===== config.mk =====
export PLATFORM = sky130hd
export DESIGN_NAME = link_idle_pacer_admission
export DESIGN_NICKNAME = d
export VERILOG_FILES = /design/src/lipa_pkg.sv /design/src/link_idle_pacer_admission.sv /design/src/lipa_front.sv /design/src/lipa_fifo.sv /design/src/lipa_back.sv
export VERILOG_INCLUDE_DIRS = /design/src /design/src/src
export SDC_FILE = /design/constraint.sdc
export NUM_CORES = 2
export LEC_CHECK = 0
export ABC_CLOCK_PERIOD_IN_PS = 22700
export BUFFER_PORTS_ARGS = -buffer_cell sky130_fd_sc_hd__buf_4
export CAP_MARGIN = 10
export CORE_MARGIN = 1
export CORE_UTILIZATION = 40
export DETAILED_ROUTE_END_ITERATION = 6
export RECOVER_POWER = 50
export SYNTH_ARGS = -nofsm -noshare
export SYNTH_HDL_FRONTEND = slang
export SYNTH_SLANG_ARGS = --single-unit

===== constraint.sdc =====
create_clock -name clk_i -period 22.7 [get_ports clk_i]
set_input_delay 2.27 -clock clk_i [delete_from_list [all_inputs] [get_ports clk_i]]
set_output_delay 2.27 -clock clk_i [all_outputs]
set_load 0.02 [all_outputs]

===== src/link_idle_pacer_admission_assert.svh =====
// Assertion macros for the link idle pacer admission block.
`ifndef LINK_IDLE_PACER_ADMISSION_ASSERT_SVH
`define LINK_IDLE_PACER_ADMISSION_ASSERT_SVH

// Property that holds in the same cycle as its trigger.
`define LIPA_ASSERT_IMPL(label, ante, cons) \
  label: assert property (@(posedge clk_i) disable iff (!rst_ni) (ante) |-> (cons)) \
    else $error("assertion failed");

// Property that holds in the cycle after its trigger.
`define LIPA_ASSERT_NEXT(label, ante, cons) \
  label: assert property (@(posedge clk_i) disable iff (!rst_ni) (ante) |=> (cons)) \
    else $error("assertion failed");

`endif


===== src/lipa_pkg.sv =====
// Shared types and constants of the link idle pacer admission block.
package lipa_pkg;

  localparam int unsigned FRAME_OVERHEAD = 24;
  localparam int unsigned LEN_W          = 16;
  localparam int unsigned BYTES_W        = LEN_W + 1;
  localparam int unsigned CFG_W          = 32;
  localparam int unsigned PROD_W         = CFG_W + BYTES_W;
  localparam int unsigned WIRE_SHIFT     = 20;
  localparam int unsigned WIRE_W         = PROD_W - WIRE_SHIFT;
  localparam int unsigned NOW_W          = 63;
  localparam int unsigned IDLE_W         = 64;
  localparam int unsigned FIFO_DEPTH     = 4;
  localparam int unsigned PTR_W          = $clog2(FIFO_DEPTH);
  localparam int unsigned CNT_W          = $clog2(FIFO_DEPTH + 1);

  localparam logic [CFG_W-1:0] CPM_RESET       = 32'd8472494;
  localparam logic [CFG_W-1:0] MAX_QUEUE_RESET = 32'd2000;
  localparam logic [CFG_W-1:0] THROTTLE_RESET  = 32'd1000;

  typedef enum logic [1:0] {
    REG_CPM      = 2'd0,
    REG_MAXQ     = 2'd1,
    REG_THROTTLE = 2'd2
  } reg_e;

  typedef enum logic [1:0] {
    OP_ENQUEUE = 2'd0,
    OP_SEND    = 2'd1,
    OP_POLL    = 2'd2,
    OP_HELP    = 2'd3
  } op_e;

  typedef enum logic [1:0] {
    V_SEND  = 2'd0,
    V_DEFER = 2'd1,
    V_MAY   = 2'd2,
    V_WAIT  = 2'd3
  } verdict_e;

  typedef enum logic [2:0] {
    K_PUSH     = 3'd0,
    K_PUSH_LIM = 3'd1,
    K_DEFER    = 3'd2,
    K_POLL     = 3'd3,
    K_HELP     = 3'd4,
    K_WAIT     = 3'd5
  } kind_e;

  typedef struct packed {
    logic [CFG_W-1:0] cpm;
    logic [CFG_W-1:0] max_queue;
    logic [CFG_W-1:0] throttle;
  } cfg_t;

  typedef struct packed {
    kind_e             kind;
    logic [NOW_W-1:0]  now;
    logic [IDLE_W-1:0] lim;
    logic [WIRE_W-1:0] wire_cyc;
  } entry_t;

  typedef struct packed {
    logic [CNT_W-1:0] count;
    logic             empty;
    logic             full;
  } fifo_st_t;

  typedef struct packed {
    logic              pop;
    logic              hold;
    logic [IDLE_W-1:0] idle;
  } back_st_t;

endpackage


===== src/link_idle_pacer_admission.sv =====
// Top level of the link idle pacer admission block.
// Takes one packet or poll per cycle unless in_stall_o is raised and returns one verdict
// per item, in order, on the outputs. An accepted item passes the front register, which
// holds the wire-time product and the queue limit, then a four-entry queue, and then the
// back end, which updates the 64-bit link idle time and registers the verdict. The
// sustained rate of one item per cycle while the output is not stalled is set by the
// idle-time update in the back end. Configuration writes are always taken and apply to
// items accepted afterwards.
`include "link_idle_pacer_admission_assert.svh"

module link_idle_pacer_admission (
  input  logic                          clk_i,
  input  logic                          rst_ni,
  input  logic                          cfg_valid_i,
  output logic                          cfg_ready_o,
  input  logic [1:0]                    cfg_index_i,
  input  logic [31:0]                   cfg_data_i,
  input  logic                          in_valid_i,
  output logic                          in_stall_o,
  input  logic [1:0]                    op_i,
  input  logic [lipa_pkg::NOW_W-1:0]    now_i,
  input  logic [lipa_pkg::LEN_W-1:0]    pkt_len_i,
  input  logic                          is_proto_pkt_i,
  input  logic                          is_data_i,
  input  logic [31:0]                   message_length_i,
  input  logic                          any_deferred_i,
  output logic                          out_valid_o,
  input  logic                          out_stall_i,
  output logic [1:0]                    verdict_o,
  output logic [lipa_pkg::NOW_W-1:0]    idle_time_after_o
);

  lipa_pkg::cfg_t     cfg_q;
  lipa_pkg::fifo_st_t fifo_st;
  lipa_pkg::back_st_t back_st;
  lipa_pkg::entry_t   front_entry;
  lipa_pkg::entry_t   fifo_entry;
  logic               front_valid;
  logic               pop;

  assign cfg_ready_o = 1'b1;

  always_ff @(posedge clk_i or negedge rst_ni) begin
    if (!rst_ni) begin
      cfg_q.cpm       <= lipa_pkg::CPM_RESET;
      cfg_q.max_queue <= lipa_pkg::MAX_QUEUE_RESET;
      cfg_q.throttle  <= lipa_pkg::THROTTLE_RESET;
    end else if (cfg_valid_i && cfg_ready_o) begin
      unique case (lipa_pkg::reg_e'(cfg_index_i))
        lipa_pkg::REG_CPM:      cfg_q.cpm       <= cfg_data_i;
        lipa_pkg::REG_MAXQ:     cfg_q.max_queue <= cfg_data_i;
        lipa_pkg::REG_THROTTLE: cfg_q.throttle  <= cfg_data_i;
        default: ;
      endcase
    end
  end

  lipa_front u_front (
    .clk_i            (clk_i),
    .rst_ni           (rst_ni),
    .cfg_i            (cfg_q),
    .fifo_st_i        (fifo_st),
    .in_valid_i       (in_valid_i),
    .in_stall_o       (in_stall_o),
    .op_i             (op_i),
    .now_i            (now_i),
    .pkt_len_i        (pkt_len_i),
    .is_proto_pkt_i   (is_proto_pkt_i),
    .is_data_i        (is_data_i),
    .message_length_i (message_length_i),
    .any_deferred_i   (any_deferred_i),
    .valid_o          (front_valid),
    .entry_o          (front_entry)
  );

  lipa_fifo u_fifo (
    .clk_i  (clk_i),
    .rst_ni (rst_ni),
    .push_i (front_valid),
    .data_i (front_entry),
    .pop_i  (pop),
    .data_o (fifo_entry),
    .st_o   (fifo_st)
  );

  lipa_back u_back (
    .clk_i             (clk_i),
    .rst_ni            (rst_ni),
    .fifo_st_i         (fifo_st),
    .entry_i           (fifo_entry),
    .pop_o             (pop),
    .out_valid_o       (out_valid_o),
    .out_stall_i       (out_stall_i),
    .verdict_o         (verdict_o),
    .idle_time_after_o (idle_time_after_o),
    .st_o              (back_st)
  );

  `LIPA_ASSERT_NEXT(a_accept_loads_front, in_valid_i && !in_stall_o, front_valid)
  `LIPA_ASSERT_IMPL(a_no_push_when_full, front_valid, !fifo_st.full)
  `LIPA_ASSERT_IMPL(a_pop_needs_data, back_st.pop, !fifo_st.empty)
  `LIPA_ASSERT_NEXT(a_hold_keeps_idle, back_st.pop && back_st.hold, $stable(back_st.idle))

endmodule


===== src/lipa_front.sv =====
// Front end: accepts items, computes wire time and limit, and classifies them.
module lipa_front (
  input  logic                             clk_i,
  input  logic                             rst_ni,
  input  lipa_pkg::cfg_t                   cfg_i,
  input  lipa_pkg::fifo_st_t               fifo_st_i,
  input  logic                             in_valid_i,
  output logic                             in_stall_o,
  input  logic [1:0]                       op_i,
  input  logic [lipa_pkg::NOW_W-1:0]       now_i,
  input  logic [lipa_pkg::LEN_W-1:0]       pkt_len_i,
  input  logic                             is_proto_pkt_i,
  input  logic                             is_data_i,
  input  logic [31:0]                      message_length_i,
  input  logic                             any_deferred_i,
  output logic                             valid_o,
  output lipa_pkg::entry_t                 entry_o
);

  logic                              valid_q;
  lipa_pkg::entry_t                  entry_q;
  lipa_pkg::entry_t                  entry_d;
  logic                              accept;
  logic [lipa_pkg::BYTES_W-1:0]      bytes;
  logic [lipa_pkg::PROD_W-1:0]       prod;
  logic [lipa_pkg::CFG_W-1:0]        lim_add;

  assign in_stall_o = (fifo_st_i.count == lipa_pkg::CNT_W'(lipa_pkg::FIFO_DEPTH)) ||
                      (valid_q &&
                       fifo_st_i.count == lipa_pkg::CNT_W'(lipa_pkg::FIFO_DEPTH - 1));
  assign accept = in_valid_i && !in_stall_o;

  always_comb begin
    bytes   = {1'b0, pkt_len_i} + lipa_pkg::BYTES_W'(lipa_pkg::FRAME_OVERHEAD);
    prod    = lipa_pkg::PROD_W'(cfg_i.cpm) * lipa_pkg::PROD_W'(bytes);
    lim_add = (lipa_pkg::op_e'(op_i) == lipa_pkg::OP_HELP) ? (cfg_i.max_queue >> 1)
                                                           : cfg_i.max_queue;
    entry_d.now      = now_i;
    entry_d.wire_cyc = prod[lipa_pkg::PROD_W-1:lipa_pkg::WIRE_SHIFT];
    entry_d.lim      = {1'b0, now_i} + lipa_pkg::IDLE_W'(lim_add);
    unique case (lipa_pkg::op_e'(op_i))
      lipa_pkg::OP_ENQUEUE: begin
        if (!is_proto_pkt_i || !is_data_i || message_length_i < cfg_i.throttle) begin
          entry_d.kind = lipa_pkg::K_PUSH;
        end else if (any_deferred_i) begin
          entry_d.kind = lipa_pkg::K_DEFER;
        end else begin
          entry_d.kind = lipa_pkg::K_PUSH_LIM;
        end
      end
      lipa_pkg::OP_SEND: entry_d.kind = lipa_pkg::K_PUSH;
      lipa_pkg::OP_POLL: entry_d.kind = lipa_pkg::K_POLL;
      lipa_pkg::OP_HELP: entry_d.kind = any_deferred_i ? lipa_pkg::K_HELP : lipa_pkg::K_WAIT;
      default:           entry_d.kind = lipa_pkg::K_WAIT;
    endcase
  end

  always_ff @(posedge clk_i or negedge rst_ni) begin
    if (!rst_ni) begin
      valid_q <= 1'b0;
    end else begin
      valid_q <= accept;
    end
  end

  always_ff @(posedge clk_i) begin
    if (accept) begin
      entry_q <= entry_d;
    end
  end

  assign valid_o = valid_q;
  assign entry_o = entry_q;

endmodule


===== src/lipa_fifo.sv =====
// Short queue of classified items between the front and back ends.
module lipa_fifo (
  input  logic               clk_i,
  input  logic               rst_ni,
  input  logic               push_i,
  input  lipa_pkg::entry_t   data_i,
  input  logic               pop_i,
  output lipa_pkg::entry_t   data_o,
  output lipa_pkg::fifo_st_t st_o
);

  lipa_pkg::entry_t               mem_q [lipa_pkg::FIFO_DEPTH];
  logic [lipa_pkg::PTR_W-1:0]     wptr_q;
  logic [lipa_pkg::PTR_W-1:0]     rptr_q;
  logic [lipa_pkg::CNT_W-1:0]     cnt_q;
  logic [lipa_pkg::CNT_W-1:0]     cnt_d;

  always_comb begin
    cnt_d = cnt_q;
    if (push_i && !pop_i) begin
      cnt_d = cnt_q + lipa_pkg::CNT_W'(1);
    end else if (pop_i && !push_i) begin
      cnt_d = cnt_q - lipa_pkg::CNT_W'(1);
    end
  end

  always_ff @(posedge clk_i or negedge rst_ni) begin
    if (!rst_ni) begin
      wptr_q <= '0;
      rptr_q <= '0;
      cnt_q  <= '0;
    end else begin
      cnt_q <= cnt_d;
      if (push_i) begin
        wptr_q <= wptr_q + lipa_pkg::PTR_W'(1);
      end
      if (pop_i) begin
        rptr_q <= rptr_q + lipa_pkg::PTR_W'(1);
      end
    end
  end

  always_ff @(posedge clk_i) begin
    if (push_i) begin
      mem_q[wptr_q] <= data_i;
    end
  end

  assign data_o      = mem_q[rptr_q];
  assign st_o.count  = cnt_q;
  assign st_o.empty  = (cnt_q == '0);
  assign st_o.full   = (cnt_q == lipa_pkg::CNT_W'(lipa_pkg::FIFO_DEPTH));

endmodule


===== src/lipa_back.sv =====
// Back end: applies items to the link idle time and registers the verdict.
module lipa_back (
  input  logic                          clk_i,
  input  logic                          rst_ni,
  input  lipa_pkg::fifo_st_t            fifo_st_i,
  input  lipa_pkg::entry_t              entry_i,
  output logic                          pop_o,
  output logic                          out_valid_o,
  input  logic                          out_stall_i,
  output logic [1:0]                    verdict_o,
  output logic [lipa_pkg::NOW_W-1:0]    idle_time_after_o,
  output lipa_pkg::back_st_t            st_o
);

  logic [lipa_pkg::IDLE_W-1:0] idle_q;
  logic [lipa_pkg::IDLE_W-1:0] idle_d;
  logic [lipa_pkg::IDLE_W-1:0] now64;
  logic [lipa_pkg::IDLE_W-1:0] nxt;
  logic                        out_valid_q;
  lipa_pkg::verdict_e          verdict_q;
  lipa_pkg::verdict_e          verdict_d;
  logic [lipa_pkg::NOW_W-1:0]  idle_out_q;
  logic                        lt;
  logic                        over;
  logic                        hold;

  assign pop_o = !fifo_st_i.empty && (!out_valid_q || !out_stall_i);

  always_comb begin
    now64 = {1'b0, entry_i.now};
    lt    = idle_q < now64;
    over  = idle_q > entry_i.lim;
    nxt   = (lt ? now64 : idle_q) + lipa_pkg::IDLE_W'(entry_i.wire_cyc);
    idle_d    = idle_q;
    verdict_d = lipa_pkg::V_SEND;
    hold      = 1'b1;
    unique case (entry_i.kind)
      lipa_pkg::K_PUSH: begin
        idle_d = nxt;
        hold   = 1'b0;
      end
      lipa_pkg::K_PUSH_LIM: begin
        if (!lt && over) begin
          verdict_d = lipa_pkg::V_DEFER;
        end else begin
          idle_d = nxt;
          hold   = 1'b0;
        end
      end
      lipa_pkg::K_DEFER: verdict_d = lipa_pkg::V_DEFER;
      lipa_pkg::K_POLL:  verdict_d = over ? lipa_pkg::V_WAIT : lipa_pkg::V_MAY;
      lipa_pkg::K_HELP:  verdict_d = over ? lipa_pkg::V_WAIT : lipa_pkg::V_MAY;
      lipa_pkg::K_WAIT:  verdict_d = lipa_pkg::V_WAIT;
      default:           verdict_d = lipa_pkg::V_WAIT;
    endcase
  end

  always_ff @(posedge clk_i or negedge rst_ni) begin
    if (!rst_ni) begin
      idle_q      <= '0;
      out_valid_q <= 1'b0;
    end else begin
      if (pop_o) begin
        idle_q      <= idle_d;
        out_valid_q <= 1'b1;
      end else if (!out_stall_i) begin
        out_valid_q <= 1'b0;
      end
    end
  end

  always_ff @(posedge clk_i) begin
    if (pop_o) begin
      verdict_q  <= verdict_d;
      idle_out_q <= idle_d[lipa_pkg::NOW_W-1:0];
    end
  end

  assign out_valid_o       = out_valid_q;
  assign verdict_o         = verdict_q;
  assign idle_time_after_o = idle_out_q;
  assign st_o.pop          = pop_o;
  assign st_o.hold         = hold;
  assign st_o.idle         = idle_q;

endmodule


# After elaboration in Yosys (flattened, before gate mapping)
# Memories as Yosys holds them, arrays and structs flattened.
# Index checks and enable logic that the tools add are counted.
# op_classes
add_sub_neg	7
multipliers	1
order_cmp	3
eq_ne	13
muxes	17
n_reduce_logical	30
# op_table
op	n
64-bit 2-to-1 mux	2
64-bit case mux with 2 select lines	1
63-bit by 32-bit adder with 64-bit output	1
64-bit by 29-bit adder with 64-bit output	1
64-bit > comparator	1
64-bit by 63-bit less-than comparator with 1-bit output	1
32-bit by 17-bit multiplier with 49-bit output	1
32-bit less-than comparator	1
32-bit 2-to-1 mux	1
16-bit by 5-bit adder with 17-bit output (second input constant)	1
3-bit case mux with 4 select lines	1
3-bit by 2-bit == test with 1-bit output (second input constant)	3
1-bit zero test	9
3-bit 2-to-1 mux	3
2-bit case mux with 4 select lines	1
1-bit 2-to-1 mux	7
2-bit == test (second input constant)	3
3-bit == test (second input constant)	2
1-bit logical AND	6
3-bit zero test	2
2-bit AND reduction	3
2-bit by 1-bit adder with 2-bit output (second input constant)	2
2-bit by 1-bit == test with 1-bit output (second input constant)	2
2-bit zero test	2
other kinds (10)	14
# totals
regBits	393
mem_bits_rw	636
in_bits	155
out_inout_bits	68
wordCells	88
mem_count	1
# mem_list
name	words	width	read_ports	rd_clocked_by_memory_dff	write_ports	line	rtl
u_fifo.mem_q	4	159	1	0	1	lipa_fifo.sv:12	lipa_pkg::entry_t mem_q [lipa_pkg::FIFO_DEPTH];

# Longest topological paths before layout
# logic_depth
depth_word	6
mapped_depth	35
depth_no_buf	28

# Modules after synthesis
# A second synthesis with hierarchy kept.
# hier_totals
hier_cells	5320
hier_area_um2	65092.4
# modules_own_cells
module	instances	cells_per_inst	area_per_inst_um2	seq_area_each_um2
lipa_front	1	2653	25291.8	4799.6
lipa_fifo	1	865	23311.1	19273.5
lipa_back	1	1596	12823.5	3578.4
link_idle_pacer_admission	1	206	3666.0	2431.1

# Worst setup path after synthesis
# Ideal clock, no wire load.
# synth_path
path_type	input-to-reg
from	input pkt_len_i[3] in the netlist's numbering
to	register u_front.entry_q, in the netlist u_front.entry_o[28] (data pin)
setup_ns	0.260
arrival_time_ns	9.930
required_ns	22.440
slack_ns	12.510
cell_stages	29
n_path_buf	3
path_cell_list	clkbuf_1 > clkinv_1 > clkbuf_1 > ha_1 > nand3b_1 > nor2_1 > xor2_1 > clkbuf_1 > nand2_1 > fa_1 > inv_1 > fa_1 > fa_1 > fa_1 > fa_1 > inv_1 > fa_1 > inv_1 > ha_1 > a21o_1 > a21o_1 > a211oi_1 > o21ai_1 > a22o_1 > a2111oi_2 > o211ai_1 > a21oi_1 > o21ai_0 > xnor2_1
# synth_rtl
item	line	rtl
from (decl)	link_idle_pacer_admission.sv:22	input logic [lipa_pkg::LEN_W-1:0] pkt_len_i,
to (signal assigned)	lipa_front.sv:68	entry_q <= entry_d;
to (decl)	lipa_front.sv:21	lipa_pkg::entry_t entry_q;

==> results by group <==
Worst hold path
  – Worst Hold Depth: 0
  – Worst Hold Class: register to register

Clock network
  – CTS tree: built
  – Post-CTS Repair Setup Buffers: 0
  – TritonCTS Buffers: roughly 110
  – # clock sinks: just over 1k
  – Worst-Skew Late Latency: a little under 0.8 ns
  – Gates resized, CTS repair: 0
  – H-Tree Depth: 3
  – Hold Buf Count CTS: 0
  – Clock-pin slew on the worst setup and hold paths: approximately 0.06 ns
  – Clock tree buffer depth: 3
  – Root buf cell: clkbuf_16

Place
  – Setup WS pre-CTS: 10.80 ns
  – Gpl congestion: 0.870
  – Buffers added on ports: 221
  – Final HPWL from detailed placement: ~120,000 um
  – Inst Count DP: roughly 7.4k

Timing
  – Fin crit period: approximately 11 ns
  – Endpoints failing setup: 0
  – RSZ-0062 raised after global routing: no
  – Slew headroom: -4.12
  – Worst-Margin Slew: about 7.7 ns
  – Post-Route Setup TNS: 0 ns
  – Final hold vios: 0
  – Max Transition Viols Final: just over 700
  – Hold Slack: between 0.4 and 0.5 ns
  – Final Cycle Share: 0.491
  – Setup WS post-layout: roughly 12 ns
  – Fmax: ~90 MHz
  – Max Clock Skew: ~0.084 ns

GRT
  – Initial antenna violation count: 7
  – GRT Total Usage: 0.203
  – First-pass GRT wire length: around 250,000 um
  – Largest net degree at the start of global routing: 116
  – Vias in the first global route: about 41k
  – Grt total ovfl: 0

Floorplanning
  – Core box area: approximately 160,000 um2
  – Starting Density: 0.405
  – Die area: between 150,000 and 200,000 um2
  – Row count: around 150
  – Die width: 403 um
  – I/O Pins: approximately 220
  – Die Ht: slightly above 400 um

Routing
  – ANT nets after route: 0
  – DR vias: 40.2k
  – Routed vias/inst: between 5 and 6
  – Drt pass-1 iters: 5
  – Initial DRC count: around 2.9k
  – WL per Instance: roughly 21 um
  – DRC: 0
  – WL final: between 150,000 and 200,000 um

Yosys
  – Yosys cell types: approximately 110
  – Mapped Cells: approximately 5.3k
  – Synth warnings: 0
  – Count of state elements after synthesis: just over 1k
  – Seq/Total Area, Yosys: 0.467
  – Async S/R FF share, synth: 0.164
  – EDFF count, synth: between 800 and 900
  – Synth Cell Area: ~64,000 um2
  – Main synth FF type: edfxtp_1
  – Syn Area/Cell: 12.3 um2
  – Syn_nets: 6,204

Setup path
  – Slowest stage delay, CP: 0.85 ns
  – Crit path DAT: between 10 and 15 ns
  – Setup slack, reg-to-reg: ~12 ns
  – Crit Path Max Fanout: 32
  – Worst R2R Start: u_fifo.rptr_q[0]
  – Setup CP Type: input port to register
  – CP required: approximately 23 ns
  – Critical path's most frequent cell: fa_1
  – CP top delay family: adder cells
  – RR Endpoint: u_back.idle_time_after_o[61]
  – Worst path bufs/invs: 5
  – Cell depth of the worst setup path: 27
  – Worst setup path start: pkt_len_i[3]
  – Slowest cell on the critical path: xor2_4
  – Worst setup path end: u_front.entry_o[28]
  – Worst r2r path cells: 24
  – CP startpoint kind: input port
  – CP endpoint kind: register

Cells and area
  – Nets@finish: about 6.3k
  – Post-Layout Cell Count: 7,642
  – Fraction of layout cells with a size suffix above 1: 0.140
  – Fill count: ~15k
  – Area added between synthesis and finish: 11.5%
  – Most common cell after layout, fill and taps aside: edfxtp_1
  – Most frequent cells in the layout: edfxtp_1 (860), inv_1 (746), nand2_1 (699)

Run status
  – Status: finished, violations left
  – Failing checks: max-capacitance violations, max-slew violations

Job
  – Maxcap violations: 9
==> kinds of logic after synthesis <==
family | synth area share
AO/OA/AOI/OAI | 0.0654
XOR/XNOR | 0.0201
adder cells (fa/ha/maj) | 0.207
buffers and inverters | 0.0596
flip-flops | 0.467
multiplexers | 0.0840
other | 0.0000582
AND/OR/NAND/NOR | 0.0970
==> final cells by class <==
cell class,instances,area (um2),share of cell area
clock buffer,131,2860,0.0399
inverter,747,2800,0.0390
clock inverter,76,890,0.0124
tap,2146,2690,0.0374
multi-input combinational,3243,30700,0.428
sequential,1029,30100,0.419
timing repair buffer,267,1750,0.0244
antenna,3,7.51,0.000105
==> Yosys cell counts, drive strengths merged (17+ instances only) <==
master,count,area (um2)
edfxtp,860,25800
inv,746,2800
nand2,701,2630
fa,450,9010
ha,345,4320
a21oi,176,907
and2,161,1010
clkbuf,161,604
mux4,159,3580
o21ai,148,756
mux2,147,1660
dfrtp,146,3650
nor2,124,473
xnor2,109,955
nand3,93,465
buf,74,430
a21o,69,518
nand4,54,344
nor3,43,220
nand2b,40,250
xor2,39,342
and3,33,206
a211oi,30,230
nor2b,26,170
a31oi,23,159
dfstp,23,604
o211ai,22,165
o21a,20,158
o21bai,18,135
mux2i,17,170
==> registers in the layout, summed over array words and instances, names as in the netlist <==
register / count
u_back.idle_time_after_o: 63
u_front.entry_o: 159
u_fifo.cnt_q: 3
u_front.valid_o: 1
u_back.verdict_o: 2
u_back.out_valid_o: 1
u_fifo.mem_q: 636
u_fifo.rptr_q: 2
u_fifo.wptr_q: 2
cfg_q: 96
u_back.idle_q: 64
==> worst min path at each step <==
| stage | start | end | slack, ns |
|---|---|---|---|
| global route | u_front.entry_o[45] | u_fifo.mem_q[2][45] | 0.46 |
| floorplan | u_front.entry_o[0] | u_fifo.mem_q[0][0] | 0.46 |
| CTS | u_front.entry_o[45] | u_fifo.mem_q[3][45] | 0.44 |
| detailed placement | u_front.entry_o[87] | u_fifo.mem_q[2][87] | 0.48 |
| global placement | u_front.entry_o[49] | u_fifo.mem_q[3][49] | 0.47 |
| finish | u_front.entry_o[45] | u_fifo.mem_q[3][45] | 0.46 |
==> stage by stage <==
stage,utilization,cell area (um2)
CTS,0.453,72100
global placement,0.430,68400
floorplan,-,64400
global route,0.451,71800
finish,0.451,71800
detailed placement,0.430,68400
==> routing by layer <==
layer  global-route usage  share of wire  up-vias
met1                0.283           0.45    20500
met2                0.328           0.47     1090
met5                    0       0.000080        -
met4               0.0564          0.024        2
li1                     -              -    18400
met3               0.0332          0.060      202
Power is not shown: default switching activity piles up to over one toggle a cycle in this logic, so the estimate is an artifact.
